--- src/rtl/core/owbm_pkg.sv ---
package owbm_pkg;

  localparam int unsigned NUM_REGS = 8;
  localparam int unsigned REG_W    = 10;
  localparam int unsigned IDX_W    = 3;

  localparam logic [IDX_W-1:0] REG_RESET_LOW     = 3'd0;
  localparam logic [IDX_W-1:0] REG_PRESENCE_WAIT = 3'd1;
  localparam logic [IDX_W-1:0] REG_PRESENCE_TAIL = 3'd2;
  localparam logic [IDX_W-1:0] REG_WRITE_LOW     = 3'd3;
  localparam logic [IDX_W-1:0] REG_WRITE_HOLD    = 3'd4;
  localparam logic [IDX_W-1:0] REG_RECOVERY      = 3'd5;
  localparam logic [IDX_W-1:0] REG_READ_SAMPLE   = 3'd6;
  localparam logic [IDX_W-1:0] REG_READ_TAIL     = 3'd7;

  localparam logic [REG_W-1:0] RST_RESET_LOW     = 10'd600;
  localparam logic [REG_W-1:0] RST_PRESENCE_WAIT = 10'd30;
  localparam logic [REG_W-1:0] RST_PRESENCE_TAIL = 10'd200;
  localparam logic [REG_W-1:0] RST_WRITE_LOW     = 10'd5;
  localparam logic [REG_W-1:0] RST_WRITE_HOLD    = 10'd55;
  localparam logic [REG_W-1:0] RST_RECOVERY      = 10'd2;
  localparam logic [REG_W-1:0] RST_READ_SAMPLE   = 10'd15;
  localparam logic [REG_W-1:0] RST_READ_TAIL     = 10'd45;

  localparam logic [7:0] READ_MSB = 8'h80;

  typedef enum logic [1:0] {
    OP_TICK  = 2'd0,
    OP_RESET = 2'd1,
    OP_WRITE = 2'd2,
    OP_READ  = 2'd3
  } op_e;

  typedef enum logic [3:0] {
    PH_IDLE     = 4'd0,
    PH_RST_LOW  = 4'd1,
    PH_RST_WAIT = 4'd2,
    PH_RST_TAIL = 4'd3,
    PH_WR_LOW   = 4'd4,
    PH_WR_HOLD  = 4'd5,
    PH_WR_REC   = 4'd6,
    PH_RD_REL   = 4'd7,
    PH_RD_LOW   = 4'd8,
    PH_RD_WAIT  = 4'd9,
    PH_RD_TAIL  = 4'd10
  } phase_e;

  typedef struct packed {
    logic [1:0] operation;
    logic [7:0] data_byte;
    logic       bus_level;
  } in_item_t;

  typedef struct packed {
    logic       drive_low;
    logic       busy_res;
    logic       done_res;
    logic [7:0] read_data;
    logic       presence;
  } out_item_t;

  typedef logic [NUM_REGS-1:0][REG_W-1:0] cfg_regs_t;

endpackage

--- src/rtl/core/owbm_cfg_regs.sv ---
module owbm_cfg_regs (
  input  logic                          clk_i,
  input  logic                          rst_ni,
  input  logic                          cfg_we_i,
  input  logic [owbm_pkg::IDX_W-1:0]    cfg_idx_i,
  input  logic [owbm_pkg::REG_W-1:0]    cfg_wdata_i,
  output owbm_pkg::cfg_regs_t           regs_o
);

  owbm_pkg::cfg_regs_t regs_q;

  always_ff @(posedge clk_i or negedge rst_ni) begin
    if (!rst_ni) begin
      regs_q[owbm_pkg::REG_RESET_LOW]     <= owbm_pkg::RST_RESET_LOW;
      regs_q[owbm_pkg::REG_PRESENCE_WAIT] <= owbm_pkg::RST_PRESENCE_WAIT;
      regs_q[owbm_pkg::REG_PRESENCE_TAIL] <= owbm_pkg::RST_PRESENCE_TAIL;
      regs_q[owbm_pkg::REG_WRITE_LOW]     <= owbm_pkg::RST_WRITE_LOW;
      regs_q[owbm_pkg::REG_WRITE_HOLD]    <= owbm_pkg::RST_WRITE_HOLD;
      regs_q[owbm_pkg::REG_RECOVERY]      <= owbm_pkg::RST_RECOVERY;
      regs_q[owbm_pkg::REG_READ_SAMPLE]   <= owbm_pkg::RST_READ_SAMPLE;
      regs_q[owbm_pkg::REG_READ_TAIL]     <= owbm_pkg::RST_READ_TAIL;
    end else if (cfg_we_i) begin
      regs_q[cfg_idx_i] <= cfg_wdata_i;
    end
  end

  assign regs_o = regs_q;

endmodule

--- src/rtl/core/owbm_engine.sv ---
module owbm_engine #(
  parameter int unsigned TIMER_WIDTH = 10
) (
  input  logic                  clk_i,
  input  logic                  rst_ni,
  input  logic                  step_i,
  input  owbm_pkg::in_item_t    item_i,
  input  owbm_pkg::cfg_regs_t   regs_i,
  output owbm_pkg::out_item_t   result_o
);

  localparam int unsigned TW = TIMER_WIDTH;
  localparam int unsigned CW = (TW > owbm_pkg::REG_W) ? TW : owbm_pkg::REG_W;
  localparam logic [CW-1:0] TMAX_C = CW'((64'd1 << TW) - 64'd1);
  localparam logic [TW-1:0] ONE_T  = TW'(1);

  owbm_pkg::phase_e phase_q, phase_d, phase_s;
  logic [TW-1:0]    time_q, time_d, time_s, time_inc;
  logic [2:0]       bit_q, bit_d, bit_s;
  logic [7:0]       shift_q, shift_d, shift_s, shift_p;
  logic             pres_q, pres_d;
  logic [7:0]       rdata_q, rdata_d;
  logic             drive, busy, done;
  logic [owbm_pkg::IDX_W-1:0] dur_idx;
  logic [CW-1:0]    dur_ext, dur_sat;
  logic [TW-1:0]    dur;
  logic             fin;

  // Start of an operation and the sample taken on the first tail tick.
  always_comb begin
    phase_s = phase_q;
    time_s  = time_q;
    bit_s   = bit_q;
    shift_s = shift_q;
    if (phase_q == owbm_pkg::PH_IDLE && item_i.operation != owbm_pkg::OP_TICK) begin
      time_s  = '0;
      bit_s   = '0;
      shift_s = '0;
      case (item_i.operation)
        owbm_pkg::OP_RESET: phase_s = owbm_pkg::PH_RST_LOW;
        owbm_pkg::OP_WRITE: begin
          phase_s = owbm_pkg::PH_WR_LOW;
          shift_s = item_i.data_byte;
        end
        default: phase_s = owbm_pkg::PH_RD_REL;
      endcase
    end
    shift_p = shift_s;
    if (time_s == '0 && phase_s == owbm_pkg::PH_RD_TAIL) begin
      shift_p = (shift_s >> 1) | (item_i.bus_level ? owbm_pkg::READ_MSB : 8'h00);
    end
  end

  always_comb begin
    case (phase_s)
      owbm_pkg::PH_RST_LOW:  dur_idx = owbm_pkg::REG_RESET_LOW;
      owbm_pkg::PH_RST_WAIT: dur_idx = owbm_pkg::REG_PRESENCE_WAIT;
      owbm_pkg::PH_RST_TAIL: dur_idx = owbm_pkg::REG_PRESENCE_TAIL;
      owbm_pkg::PH_WR_LOW:   dur_idx = owbm_pkg::REG_WRITE_LOW;
      owbm_pkg::PH_WR_HOLD:  dur_idx = owbm_pkg::REG_WRITE_HOLD;
      owbm_pkg::PH_WR_REC,
      owbm_pkg::PH_RD_REL,
      owbm_pkg::PH_RD_LOW:   dur_idx = owbm_pkg::REG_RECOVERY;
      owbm_pkg::PH_RD_WAIT:  dur_idx = owbm_pkg::REG_READ_SAMPLE;
      default:               dur_idx = owbm_pkg::REG_READ_TAIL;
    endcase
    dur_ext = CW'(regs_i[dur_idx]);
    dur_sat = (dur_ext > TMAX_C) ? TMAX_C : dur_ext;
    dur     = (dur_sat[TW-1:0] == '0) ? ONE_T : dur_sat[TW-1:0];
    time_inc = time_s + ONE_T;
    fin      = (time_inc == '0) || (time_inc >= dur);
  end

  always_comb begin
    busy = (phase_s != owbm_pkg::PH_IDLE);
    case (phase_s)
      owbm_pkg::PH_RST_LOW,
      owbm_pkg::PH_WR_LOW,
      owbm_pkg::PH_RD_LOW:  drive = 1'b1;
      owbm_pkg::PH_WR_HOLD: drive = ~shift_s[0];
      default:              drive = 1'b0;
    endcase
  end

  always_comb begin
    phase_d = phase_s;
    time_d  = time_s;
    bit_d   = bit_s;
    shift_d = shift_p;
    pres_d  = pres_q;
    rdata_d = rdata_q;
    done    = 1'b0;
    if (time_s == '0 && phase_s == owbm_pkg::PH_RST_TAIL) begin
      pres_d = ~item_i.bus_level;
    end
    if (busy) begin
      time_d = time_inc;
      if (fin) begin
        time_d = '0;
        case (phase_s)
          owbm_pkg::PH_RST_LOW:  phase_d = owbm_pkg::PH_RST_WAIT;
          owbm_pkg::PH_RST_WAIT: phase_d = owbm_pkg::PH_RST_TAIL;
          owbm_pkg::PH_RST_TAIL: done = 1'b1;
          owbm_pkg::PH_WR_LOW:   phase_d = owbm_pkg::PH_WR_HOLD;
          owbm_pkg::PH_WR_HOLD:  phase_d = owbm_pkg::PH_WR_REC;
          owbm_pkg::PH_WR_REC: begin
            if (bit_s == 3'd7) begin
              done = 1'b1;
            end else begin
              bit_d   = bit_s + 3'd1;
              shift_d = shift_p >> 1;
              phase_d = owbm_pkg::PH_WR_LOW;
            end
          end
          owbm_pkg::PH_RD_REL:   phase_d = owbm_pkg::PH_RD_LOW;
          owbm_pkg::PH_RD_LOW:   phase_d = owbm_pkg::PH_RD_WAIT;
          owbm_pkg::PH_RD_WAIT:  phase_d = owbm_pkg::PH_RD_TAIL;
          default: begin
            if (bit_s == 3'd7) begin
              done    = 1'b1;
              rdata_d = shift_p;
            end else begin
              bit_d   = bit_s + 3'd1;
              phase_d = owbm_pkg::PH_RD_REL;
            end
          end
        endcase
        if (done) begin
          phase_d = owbm_pkg::PH_IDLE;
          bit_d   = '0;
        end
      end
    end
  end

  always_ff @(posedge clk_i or negedge rst_ni) begin
    if (!rst_ni) begin
      phase_q <= owbm_pkg::PH_IDLE;
      time_q  <= '0;
      bit_q   <= '0;
      shift_q <= '0;
      pres_q  <= 1'b0;
      rdata_q <= '0;
    end else if (step_i) begin
      phase_q <= phase_d;
      time_q  <= time_d;
      bit_q   <= bit_d;
      shift_q <= shift_d;
      pres_q  <= pres_d;
      rdata_q <= rdata_d;
    end
  end

  assign result_o.drive_low = drive;
  assign result_o.busy_res  = busy;
  assign result_o.done_res  = done;
  assign result_o.read_data = rdata_d;
  assign result_o.presence  = pres_d;

endmodule

--- src/rtl/core/one_wire_bus_master_unit.sv ---
// Each input transfer yields one result, via the input and result registers.
// One input transfer is taken every cycle while in_stall_o is low; the bus state
// update for a tick is a single pass of logic between the input register and
// the result register. A stall on the result side holds the pipeline once both
// registers are full. Reset (rst_ni, asynchronous, active low) leaves the bus
// idle, the timing registers at their default values and both stages empty.
module one_wire_bus_master_unit #(
  parameter int unsigned TIMER_WIDTH = 10
) (
  input  logic                          clk_i,
  input  logic                          rst_ni,
  input  logic                          in_valid_i,
  output logic                          in_stall_o,
  input  owbm_pkg::in_item_t            in_data_i,
  output logic                          out_valid_o,
  input  logic                          out_stall_i,
  output owbm_pkg::out_item_t           out_data_o,
  input  logic                          cfg_we_i,
  input  logic [owbm_pkg::IDX_W-1:0]    cfg_idx_i,
  input  logic [owbm_pkg::REG_W-1:0]    cfg_wdata_i
);

  owbm_pkg::cfg_regs_t regs;
  owbm_pkg::in_item_t  in_q;
  owbm_pkg::out_item_t result, out_q;
  logic                in_vld_q, out_vld_q;
  logic                out_hold, step, in_take;

  assign out_hold   = out_vld_q & out_stall_i;
  assign step       = in_vld_q & ~out_hold;
  assign in_stall_o = in_vld_q & out_hold;
  assign in_take    = in_valid_i & ~in_stall_o;

  owbm_cfg_regs u_cfg (
    .clk_i       (clk_i),
    .rst_ni      (rst_ni),
    .cfg_we_i    (cfg_we_i),
    .cfg_idx_i   (cfg_idx_i),
    .cfg_wdata_i (cfg_wdata_i),
    .regs_o      (regs)
  );

  owbm_engine #(
    .TIMER_WIDTH (TIMER_WIDTH)
  ) u_engine (
    .clk_i    (clk_i),
    .rst_ni   (rst_ni),
    .step_i   (step),
    .item_i   (in_q),
    .regs_i   (regs),
    .result_o (result)
  );

  always_ff @(posedge clk_i or negedge rst_ni) begin
    if (!rst_ni) begin
      in_vld_q  <= 1'b0;
      out_vld_q <= 1'b0;
    end else begin
      if (!in_stall_o) begin
        in_vld_q <= in_valid_i;
      end
      if (!out_hold) begin
        out_vld_q <= step;
      end
    end
  end

  always_ff @(posedge clk_i) begin
    if (in_take) begin
      in_q <= in_data_i;
    end
    if (step) begin
      out_q <= result;
    end
  end

  assign out_valid_o = out_vld_q;
  assign out_data_o  = out_q;

endmodule
--- config.mk ---
export PLATFORM = sky130hd
export DESIGN_NAME = one_wire_bus_master_unit
export DESIGN_NICKNAME = d
export VERILOG_FILES = /design/src/rtl/core/owbm_pkg.sv /design/src/rtl/core/owbm_cfg_regs.sv /design/src/rtl/core/owbm_engine.sv /design/src/rtl/core/one_wire_bus_master_unit.sv
export SDC_FILE = /design/constraint.sdc
export NUM_CORES = 1
export LEC_CHECK = 0
export BUFFER_PORTS_ARGS = -buffer_cell sky130_fd_sc_hd__buf_4
export CORE_ASPECT_RATIO = 0.9
export CORE_MARGIN = 2
export CORE_UTILIZATION = 40
export DETAILED_ROUTE_END_ITERATION = 10
export PLACE_DENSITY = 0.63
export SETUP_SLACK_MARGIN = 0.3
export SYNTH_ARGS = -nofsm -noshare
export SYNTH_HDL_FRONTEND = slang
export SYNTH_SLANG_ARGS = --single-unit
--- constraint.sdc ---
create_clock -name clk_i -period 9.5 [get_ports clk_i]
set_clock_uncertainty 0.1 [all_clocks]
set_input_delay 0.95 -clock clk_i [delete_from_list [all_inputs] [get_ports clk_i]]
set_output_delay 0.95 -clock clk_i [all_outputs]
set_load 0.01 [all_outputs]
== After elaboration in Yosys (flattened, before gate mapping) ==
Memory sizes are Yosys's and may differ from the RTL's.
Cells that the tools add are included.
Word-level totals
  bits in latches: 0
  memories kept: 1
  memory bits (writable): 0
  input port bits: 29
  word-level logic and storage cells: 112
  register bits: 139
  memory bits (read-only): 48
  output and inout port bits: 14
Memory list
  (no name shown): depth 16, bits a word 3, read ports 1, clocked after memory_dff 0, wr ports 0, RTL line owbm_engine.sv:55  | case (phase_s)
Operators by class
  multiplexer cells: 42
  multiply operators: 0
  reduce and logical (&&, ||, !) cells: 16
  div/mod/pow operators: 0
  add/subtract/negate cells: 2
  bitwise logic cells: 9
  shift operators: 0
  magnitude comparators: 5
  eq/ne operators: 13
Operators with widths (number)
  2-to-1 mux 8 bit: 12
  bitwise mux 80 bit: 1
  2-to-1 mux 10 bit: 7
  case mux 4 bit (9 select lines): 1
  binary-select mux 10 bit (select 3 bit): 1
  demux 10 bit (select 3 bit): 1
  zero test 10 bit: 3
  2-to-1 mux 4 bit: 6
  2-to-1 mux 3 bit: 6
  == test 4 x 3 -> 1 bit (second input constant): 4
  == test 4 bit (second input constant): 3
  adder 10 x 1 -> 10 bit (second input constant): 1
  >= comparator 10 bit: 1
  > comparator 10 bit (second input constant): 1
  OR reduction 9 bit: 1
  == test 4 x 2 -> 1 bit (second input constant): 2
  less-than comparator 3 x 4 -> 1 bit (second input constant): 2
  bitwise OR 7 x 8 -> 8 bit: 1
  OR reduction 8 bit: 1
  OR reduction 7 bit: 1
  case mux 3 bit (2 select lines): 1
  AND 1 bit: 4
  == test 4 x 1 -> 1 bit (second input constant): 1
  logical AND 1 bit: 4
  other kinds (14): 21

== Depth between registers and ports, before layout ==
Gate-level depths: netlist of the first run.
An unclocked memory read counts as a cell.
  depth after elaboration: 17
  gate-level depth with buffers: 31
  mapped depth without buffers: 26

== Cells and area by module ==
A second synthesis of the first run with hierarchy kept.
Second synthesis, totals
  cells, all modules: 772
  area, all modules: 8405.6 um2
By module, submodules not included
  owbm_engine: times used 1, cells each 566, area an instance 4425.5 um2, seq. area each 850.8 um2
  owbm_cfg_regs: times used 1, cells each 175, area an instance 3196.8 um2, seq. area each 2035.7 um2
  one_wire_bus_master_unit: times used 1, cells each 31, area an instance 783.3 um2, seq. area each 740.7 um2

== Worst setup path after synthesis of the first run ==
Ideal clock, no wire load.
  path kind: reg-to-reg
  start: reg in_q[9] in the netlist's numbering
  end: reg u_engine.rdata_q[0]
  required time: 9.275 ns
  stages on the path, launching flop included: 31
  period minus slack after synthesis: 6.283 ns
  path slack: 3.217 ns
  setup time: 0.125 ns
  buffers on the path: 4
  data arrival time: 6.058 ns
  cells stage by stage: edfxtp_1 -> inv_1 -> ha_1 -> or4_1 -> or2_2 -> clkbuf_1 -> nor2_1 -> nor2_1 -> ha_1 -> clkbuf_1 -> or3_1 -> mux2i_1 -> a211o_1 -> buf_2 -> buf_4 -> mux2i_1 -> mux2i_1 -> mux2i_1 -> nand4_1 -> or4_1 -> nand2_1 -> ha_1 -> nand2b_1 -> a21o_1 -> a211o_1 -> o2111ai_1 -> a21oi_1 -> nor3_2 -> nor2_4 -> nand2_2 -> mux2_2
On the way
  word-level cells in the longest chain between the ends: 14
  elaborated cells on any way between the ends: 42
  those cells by class: add/sub: 1; order compare: 2; eq/ne: 13; mux: 15; bitwise: 1; reduce/logical: 9; memory: 1
RTL lines
  from (decl): RTL line one_wire_bus_master_unit.sv:24  | owbm_pkg::in_item_t in_q;
  from (signal assigned): RTL line one_wire_bus_master_unit.sv:70  | in_q <= in_data_i;
  == test 2 bit, or another cell as far along: RTL line owbm_engine.sv:39  | case (item_i.operation)
  case mux 3 bit (2 select lines) or logical AND 1 bit (tied branches): RTL line owbm_engine.sv:39, owbm_engine.sv:35
  2-to-1 mux 4 bit: RTL line owbm_engine.sv:35  | if (phase_q == owbm_pkg::PH_IDLE && item_i.operation != owbm_pkg::OP_TICK) begin
  memory (16 x 3 bit)
  binary-select mux 10 bit (select 3 bit): RTL line owbm_engine.sv:67  | dur_ext = CW'(regs_i[dur_idx]);
  2-to-1 mux 10 bit (implied by the code): RTL line owbm_engine.sv:67
  > comparator 10 bit: RTL line owbm_engine.sv:68  | dur_sat = (dur_ext > TMAX_C) ? TMAX_C : dur_ext;
  2-to-1 mux 10 bit: RTL line owbm_engine.sv:68
  zero test 10 bit: RTL line owbm_engine.sv:69  | dur = (dur_sat[TW-1:0] == '0) ? ONE_T : dur_sat[TW-1:0];
  2-to-1 mux 10 bit: RTL line owbm_engine.sv:69
  >= comparator 10 bit: RTL line owbm_engine.sv:71  | fin = (time_inc == '0) || (time_inc >= dur);
  logical OR 1 bit: RTL line owbm_engine.sv:71
  2-to-1 mux 8 bit: RTL line owbm_engine.sv:98  | if (fin) begin
  2-to-1 mux 8 bit (*): RTL line owbm_engine.sv:96  | if (busy) begin
  to (signal assigned): RTL line owbm_engine.sv:150  | rdata_q <= rdata_d;
  to (decl): RTL line owbm_engine.sv:22  | logic [7:0] rdata_q, rdata_d;
Every way passes the cells marked *; elsewhere a longest branch is shown, timed or not. The select of a mux whose other input is x is not followed.
A chain may end at the register's enable or synchronous reset.

==> impl_summary.log, run 1 <==
[metrics] remaining global-route overflow: 0
[metrics] number of hold violations in the final report: 0
[metrics] period utilization: 83.7%
[metrics] sinks on the clock net: 139
[metrics] number of max-cap violations: 0
[metrics] number of design rule violations left after detail routing: 0
[metrics] clock tree from TritonCTS: yes
[metrics] final slew viol count: 0
[metrics] Tot Pwr: 2730 uW
[metrics] post-route setup TNS: 0 ns
[metrics] slew at the pin with the worst max-slew slack: 1.19 ns
[metrics] post_cts resized: 0
[metrics] largest net degree at the start of global routing: 63
[metrics] most frequent CP cell: mux2i_1
[metrics] cell count after synthesis: 661
[metrics] deepest clock path buffer count: 2
[metrics] LEAKAGE: 0.00384 uW
[metrics] first-pass iteration count of the detailed router: 5
[metrics] cell family with the largest share of critical-path delay: simple AND/OR/NAND/NOR gates
[metrics] final setup vio count: 0
[metrics] proportion of layout cells with a drive suffix above 1: 31.1%
[metrics] highest clock rate: 0.126 GHz
[metrics] slowest cell delay on critical path: 0.70 ns
[metrics] Gate power share: 45.3%
[metrics] type of the worst min-delay path: reg -> reg
[metrics] placed wire-length estimate: 11,600 um
[metrics] Worst Path Buf+Inv: 2
[metrics] reg-to-reg setup timing slack: 1.55 ns
[metrics] main area contributors after synthesis: dfrtp_1, mux2_2, dfstp_2
[metrics] Seq cells post-synth: 139
[metrics] top-area cell type share of the netlist area: 29.3%
[metrics] switching portion of total power: 39.3%
[metrics] warning count from the yosys run: 0
[metrics] GRT Overall Usage: 18.2%
[metrics] internal power component: 1660 uW
[metrics] CP max FO: 30
[metrics] Worst EP required: 9.58 ns
[metrics] unrepaired setup endpoints after global routing: false
[metrics] portion of total power attributed to the clock network: 23.8%
[metrics] final worst setup slack: 1.55 ns
[metrics] post-detailed-route count of antenna-violating nets: 0
[metrics] sequential-to-total area share from yosys stat: 47.7%
[metrics] wire length per cell: 18.0 um
[metrics] commonest register cell after synthesis: dfrtp_1
[metrics] floorplan die height: 135 um
[metrics] register clock-pin slew on the reported worst setup and hold paths: 0.07 ns
[metrics] Synth cell types: 67
[metrics] total net switching power: 1070 uW
[metrics] Worst Setup End Kind: register
[metrics] Port-buffer cells: 42
[metrics] H-tree level count: 4
[metrics] per-instance average area after synthesis: 11.5 sq um
[metrics] number of CTS-inserted buffers: 17
[metrics] total wirelength of the detailed-routed design: 17,200 um
[metrics] run status: completed
[metrics] routed vias: 5,356
[metrics] effective utilization at floorplan: 41.0%
[metrics] Inserted Diodes: 0
[metrics] launching element type of the critical path: register
[metrics] synthesized cell area: 7600 sq um
[metrics] pre-CTS setup slack: 1.56 ns
[metrics] hold-fix buffer count after cts: 0
[metrics] # nets final: 750
[metrics] antenna violations before repair: 0
[metrics] clock latency on the worst-skew pair: 0.43 ns
[metrics] Final Hold Slack: 0.392 ns
[metrics] part of the power in registers: 31.0%
[metrics] synth-to-layout area growth: 14.5%
[metrics] DIE AREA: 20,100 sq um
[metrics] area leader, netlist: dfrtp_1
[metrics] FFs w/ async S/R, synth: 83.5%
[metrics] horizontal die dimension: 149 um
[metrics] worst supply voltage drop on vdd: 0.130 mV
[metrics] PwrDens: 314 nW/um^2
[metrics] normalized max-slew margin: 19.8%
[metrics] buffer count from post-CTS setup fixing: 0
[metrics] data arrival time of the critical path: 8.04 ns
[metrics] core utilization of the finished layout: 47.0%
[metrics] Net Count, Synth: 711
[metrics] master cell of the clock root buffer: clkbuf_16
[metrics] number of global-route vias before repair: 5,430
[metrics] count of standard-cell rows: 47
[metrics] core area: 18,500 sq um
[metrics] Final Critical Period: 7.95 ns
[metrics] WS Path Type: reg -> reg
[metrics] number of enable-type register cells in the synthesized netlist: 23
[metrics] Worst path slowest cell: dfrtp_1
[metrics] first-pass GRT wire length: 28,400 um
[metrics] DR iter-0 viols: 312
[metrics] routability-driven placement congestion ratio: 0.826
[metrics] I/O pin cnt: 43
[metrics] Avg Vias per Cell: 5.59
[logic make-up after synthesis]
family	synth area share, %
xor+xnor	0.922
simple gates	10.9
flops	47.7
fa+ha+maj	3.46
buf+inv	3.16
mux	23.2
compound gates	10.6
[worst reg2reg max path, delay by kind of cell (launching register included)]
family	cells	cell delay, ns
fa+ha+maj	2	0.41
compound gates	6	1.93
simple gates	10	2.80
flops	1	0.70
mux	5	1.13
buf+inv	2	0.63
[state kept, by name, indices dropped and copies added (netlist names)]
signal / flops
u_engine.time_q: 10
in_q: 11
in_vld_q: 1
u_engine.pres_q: 1
u_engine.phase_q: 4
u_engine.shift_q: 8
out_data_o: 12
u_engine.bit_q: 3
u_cfg.regs_o: 80
u_engine.rdata_q: 8
out_valid_o: 1
[final timing paths]
kind,endpoint,cells past startpoint,start
hold reg to reg,u_engine.pres_q,2,u_engine.pres_q
min in group asynchronous,u_cfg.regs_o[77],1,rst_ni
hold / removal,u_engine.pres_q,2,u_engine.pres_q
setup / recovery,out_data_o[2],25,u_engine.phase_q[3]
max in group asynchronous,u_cfg.regs_o[52],2,rst_ni
setup reg to reg,out_data_o[2],25,u_engine.phase_q[3]
[layer usage]
| metal | up-vias | GRT usage, % | wire length (um) |
|---|---|---|---|
| li1 | 2523 | - | - |
| met1 | 2669 | 25.2 | 8250 |
| met2 | 142 | 28.3 | 7900 |
| met3 | 22 | 4.02 | 767 |
| met4 | 0 | 6.24 | 282 |
| met5 | - | 0 | 0 |
[per-stage QoR]
stage,instance area (sq um),cells
2_1_floorplan,7600,661
3_3_place_gp,8140,926
3_5_place_dp,8140,926
4_1_cts,8700,958
5_1_grt,8700,958
6_report,8700,958
[placed cells by master (no fill, tap or decap), types with 9 or more instances in the layout]
cell type	count
dfstp_2	27
ha_1	21
inv_1	20
nand2_1	41
buf_4	53
a22o_1	10
mux2_2	96
a21oi_1	31
clkbuf_16	17
o21ai_0	25
and3_1	10
mux2i_1	66
edfxtp_1	23
dfrtp_1	89
nand3_1	10
nor3_1	9
nor2_1	42
[Yosys cell counts (all sizes together), types with 6 or more instances]
cell type	number
o21ai	25
nor4	6
nor3	10
nand3	11
mux2	96
a21oi	33
a31oi	6
clkbuf	21
edfxtp	23
buf	12
and2	6
dfrtp	89
ha	21
inv	20
and3	10
mux2i	66
nor2	44
nand2	43
xnor2	6
dfstp	27
a22o	10
o31ai	7
[power groups by stage]
stage / Sequential (uW) / Combinational [uW] / Clock, uW
2_1_floorplan: 810 / 994 / 0
3_3_place_gp: 848 / 1200 / 0
3_5_place_dp: 852 / 1240 / 0
4_1_cts: 843 / 1240 / 659
5_1_grt: 862 / 1370 / 685
6_report: 845 / 1230 / 648
[layout make-up]
type | instances | area (sq um)
sequential | 139 | 3630
clock inverter | 13 | 130
timing repair buffer | 53 | 398
tap | 245 | 307
inverter | 20 | 75.1
multi-input combinational | 469 | 3730
clock buffer | 19 | 433
fill | 1694 | 9820
Note: power is estimated with default switching activity, not from simulation.
==> run 2, diff against run 1 <==
Settings changed: PLACE_DENSITY 0.63 to 0.65.
Clock period 9.5 ns to 6.5 ns, I/O delays scaled along.
==> run 2 against run 1 <==
Register-to-register slack lost 1.1 ns. Sequential share of layout area shrank 2.4 points. Sequential cell count is the same. Via count grew 4.2%. Combinational power grew 94%. Worst hold slack lost 0.16 ns. Final cell count grew 4.2%. Critical endpoint is now u_engine.rdata_q[1].
==> impl_summary.log, run 2 (synthesis results as in run 1) <==
[metrics] core area: 18,500 sq um
[metrics] max reg flops: 80
[metrics] most common cell after layout, fill and taps aside: dfrtp_1
[metrics] floorplan die height: 135 um
[metrics] number of max-cap violations: 0
[metrics] period utilization: 93.2%
[metrics] number of global-route vias before repair: 5,558
[metrics] Multi-input gate area: 3900 sq um
[metrics] commonest cells after routing, fill and taps aside: dfrtp_1, mux2_2, buf_4, mux2i_1
[metrics] slew at the pin with the worst max-slew slack: 1.12 ns
[metrics] part of the power in registers: 26.9%
[metrics] clock tree from TritonCTS: yes
[metrics] Worst path slowest cell: or4_1
[metrics] normalized max-slew margin: 24.7%
[metrics] count of standard-cell rows: 47
[metrics] number of hold violations in the final report: 0
[metrics] Final Critical Period: 6.06 ns
[metrics] GRT Overall Usage: 18.2%
[metrics] DIE AREA: 20,100 sq um
[metrics] deepest clock path buffer count: 2
[metrics] proportion of layout cells with a drive suffix above 1: 37.6%
[metrics] largest net degree at the start of global routing: 64
[metrics] synth-to-layout area growth: 21.5%
[metrics] total wirelength of the detailed-routed design: 18,100 um
[metrics] worst supply voltage drop on vdd: 0.228 mV
[metrics] type of the worst min-delay path: in -> async
[metrics] placed wire-length estimate: 12,000 um
[metrics] portion of total power attributed to the clock network: 20.0%
[metrics] clock latency on the worst-skew pair: 0.42 ns
[metrics] first-pass iteration count of the detailed router: 5
[metrics] data arrival time of the critical path: 6.26 ns
[metrics] number of CTS-inserted buffers: 17
[metrics] unrepaired setup endpoints after global routing: true
[metrics] most frequent CP cell: mux2i_1
[metrics] Avg Vias per Cell: 5.59
[metrics] Port-buffer cells: 42
[metrics] final slew viol count: 0
[metrics] antenna violations before repair: 0
[metrics] post-detailed-route count of antenna-violating nets: 0
[metrics] horizontal die dimension: 149 um
[metrics] switching portion of total power: 37.8%
[metrics] remaining global-route overflow: 0
[metrics] Worst EP required: 6.70 ns
[metrics] internal power component: 2800 uW
[metrics] pre-CTS setup slack: -0.105 ns
[metrics] # nets final: 790
[metrics] H-tree level count: 4
[metrics] register clock-pin slew on the reported worst setup and hold paths: 0.06 ns
[metrics] sinks on the clock net: 139
[metrics] CP max FO: 8
[metrics] DR iter-0 viols: 435
[metrics] Fill cells: 1,628
[metrics] routability-driven placement congestion ratio: 0.886
[metrics] first-pass GRT wire length: 28,900 um
[metrics] final setup vio count: 0
[metrics] LEAKAGE: 0.00410 uW
[metrics] total net switching power: 1700 uW
[metrics] Worst Setup End Kind: register
[metrics] Inserted Diodes: 0
[metrics] I/O pin cnt: 43
[metrics] WS Path Type: reg -> reg
[metrics] Tot Pwr: 4500 uW
[metrics] effective utilization at floorplan: 41.0%
[metrics] number of design rule violations left after detail routing: 0
[metrics] run status: completed
[metrics] post-route setup TNS: 0 ns
[metrics] wire length per cell: 18.1 um
[metrics] Gate power share: 53.2%
[metrics] sequential standard cell area: 3630 sq um
[metrics] slowest cell delay on critical path: 0.47 ns
[metrics] launching element type of the critical path: register
[metrics] final worst setup slack: 0.445 ns
[metrics] master cell of the clock root buffer: clkbuf_16
[metrics] routed vias: 5,582
[metrics] highest clock rate: 0.165 GHz
[metrics] PwrDens: 487 nW/um^2
[run 2: cell types whose count changed in the layout (fill, tap and decap cells not counted), sizes merged]
cell,delta
inv,-5
buf,+39
clkinv,+4
clkinvlp,+1
clkbuf,+2
bufinv,-1
[run 2: final timing paths]
kind / end / start / cells after the start / slack (ns)
min in group clk_i: in_q[3] / in_data_i[3] / 1 / 0.30
setup / recovery: u_engine.rdata_q[1] / in_q[10] / 27 / 0.44
hold / removal: out_valid_o / rst_ni / 1 / 0.23
max in group asynchronous: u_cfg.regs_o[38] / rst_ni / 2 / 4.85
hold reg to reg: u_engine.shift_q[7] / u_engine.shift_q[7] / 2 / 0.37
setup reg to reg: u_engine.rdata_q[1] / in_q[10] / 27 / 0.44
[run 2: repair_timing]
action                                 4_1_cts  5_1_grt
hold buffers                                 0        0
cloned                                       1        1
gates resized for setup                     15       24
pin swaps                                    5       19
setup endpoints to repair                   32       34
setup buffers                                9       14
endpoints found under the hold margin        0        0
[run 2: layout make-up]
cell class | count | share of cell area [%]
inverters | 20 | 0.813
multi-input cells | 469 | 42.3
flip-flops and latches | 139 | 39.3
well taps | 245 | 3.32
clock buffers | 20 | 4.96
clock inverters | 12 | 0.949
repair buffers | 93 | 8.40
[run 2: stage by stage]
step | hold WS (ns) | utilization (%) | cell area (sq um) | instances
3_3_place_gp | 0.360 | 44.7 | 8290 | 941
5_1_grt | 0.294 | 49.8 | 9230 | 998
6_report | 0.233 | 49.8 | 9230 | 998
4_1_cts | 0.268 | 48.6 | 9000 | 983
3_5_place_dp | 0.370 | 44.7 | 8290 | 941
2_1_floorplan | 0.254 | - | 7620 | 661
[run 2: worst max-delay path, delay by kind of cell (launching register included)]
kind	cells	cell delay, ns
AOI/OAI and AO/OA	5	0.83
adders and majority gates	3	0.63
buffers and inverters	3	0.30
DFF	1	0.37
muxes	5	1.08
and+or+nand+nor	11	2.64
[run 2: power groups by stage]
stage | Clock (uW) | Sequential, uW | Combinational, uW
2_1_floorplan | 0 | 1180 | 1470
3_3_place_gp | 0 | 1210 | 1950
3_5_place_dp | 0 | 1220 | 2010
4_1_cts | 917 | 1200 | 2210
5_1_grt | 948 | 1230 | 2600
6_report | 899 | 1210 | 2390
[run 2: metal layers]
metal,track usage [%],share of wire [%]
met1,24.1,46
met2,29.6,48
met3,3.65,4.1
met4,6.72,2.0
met5,0,0
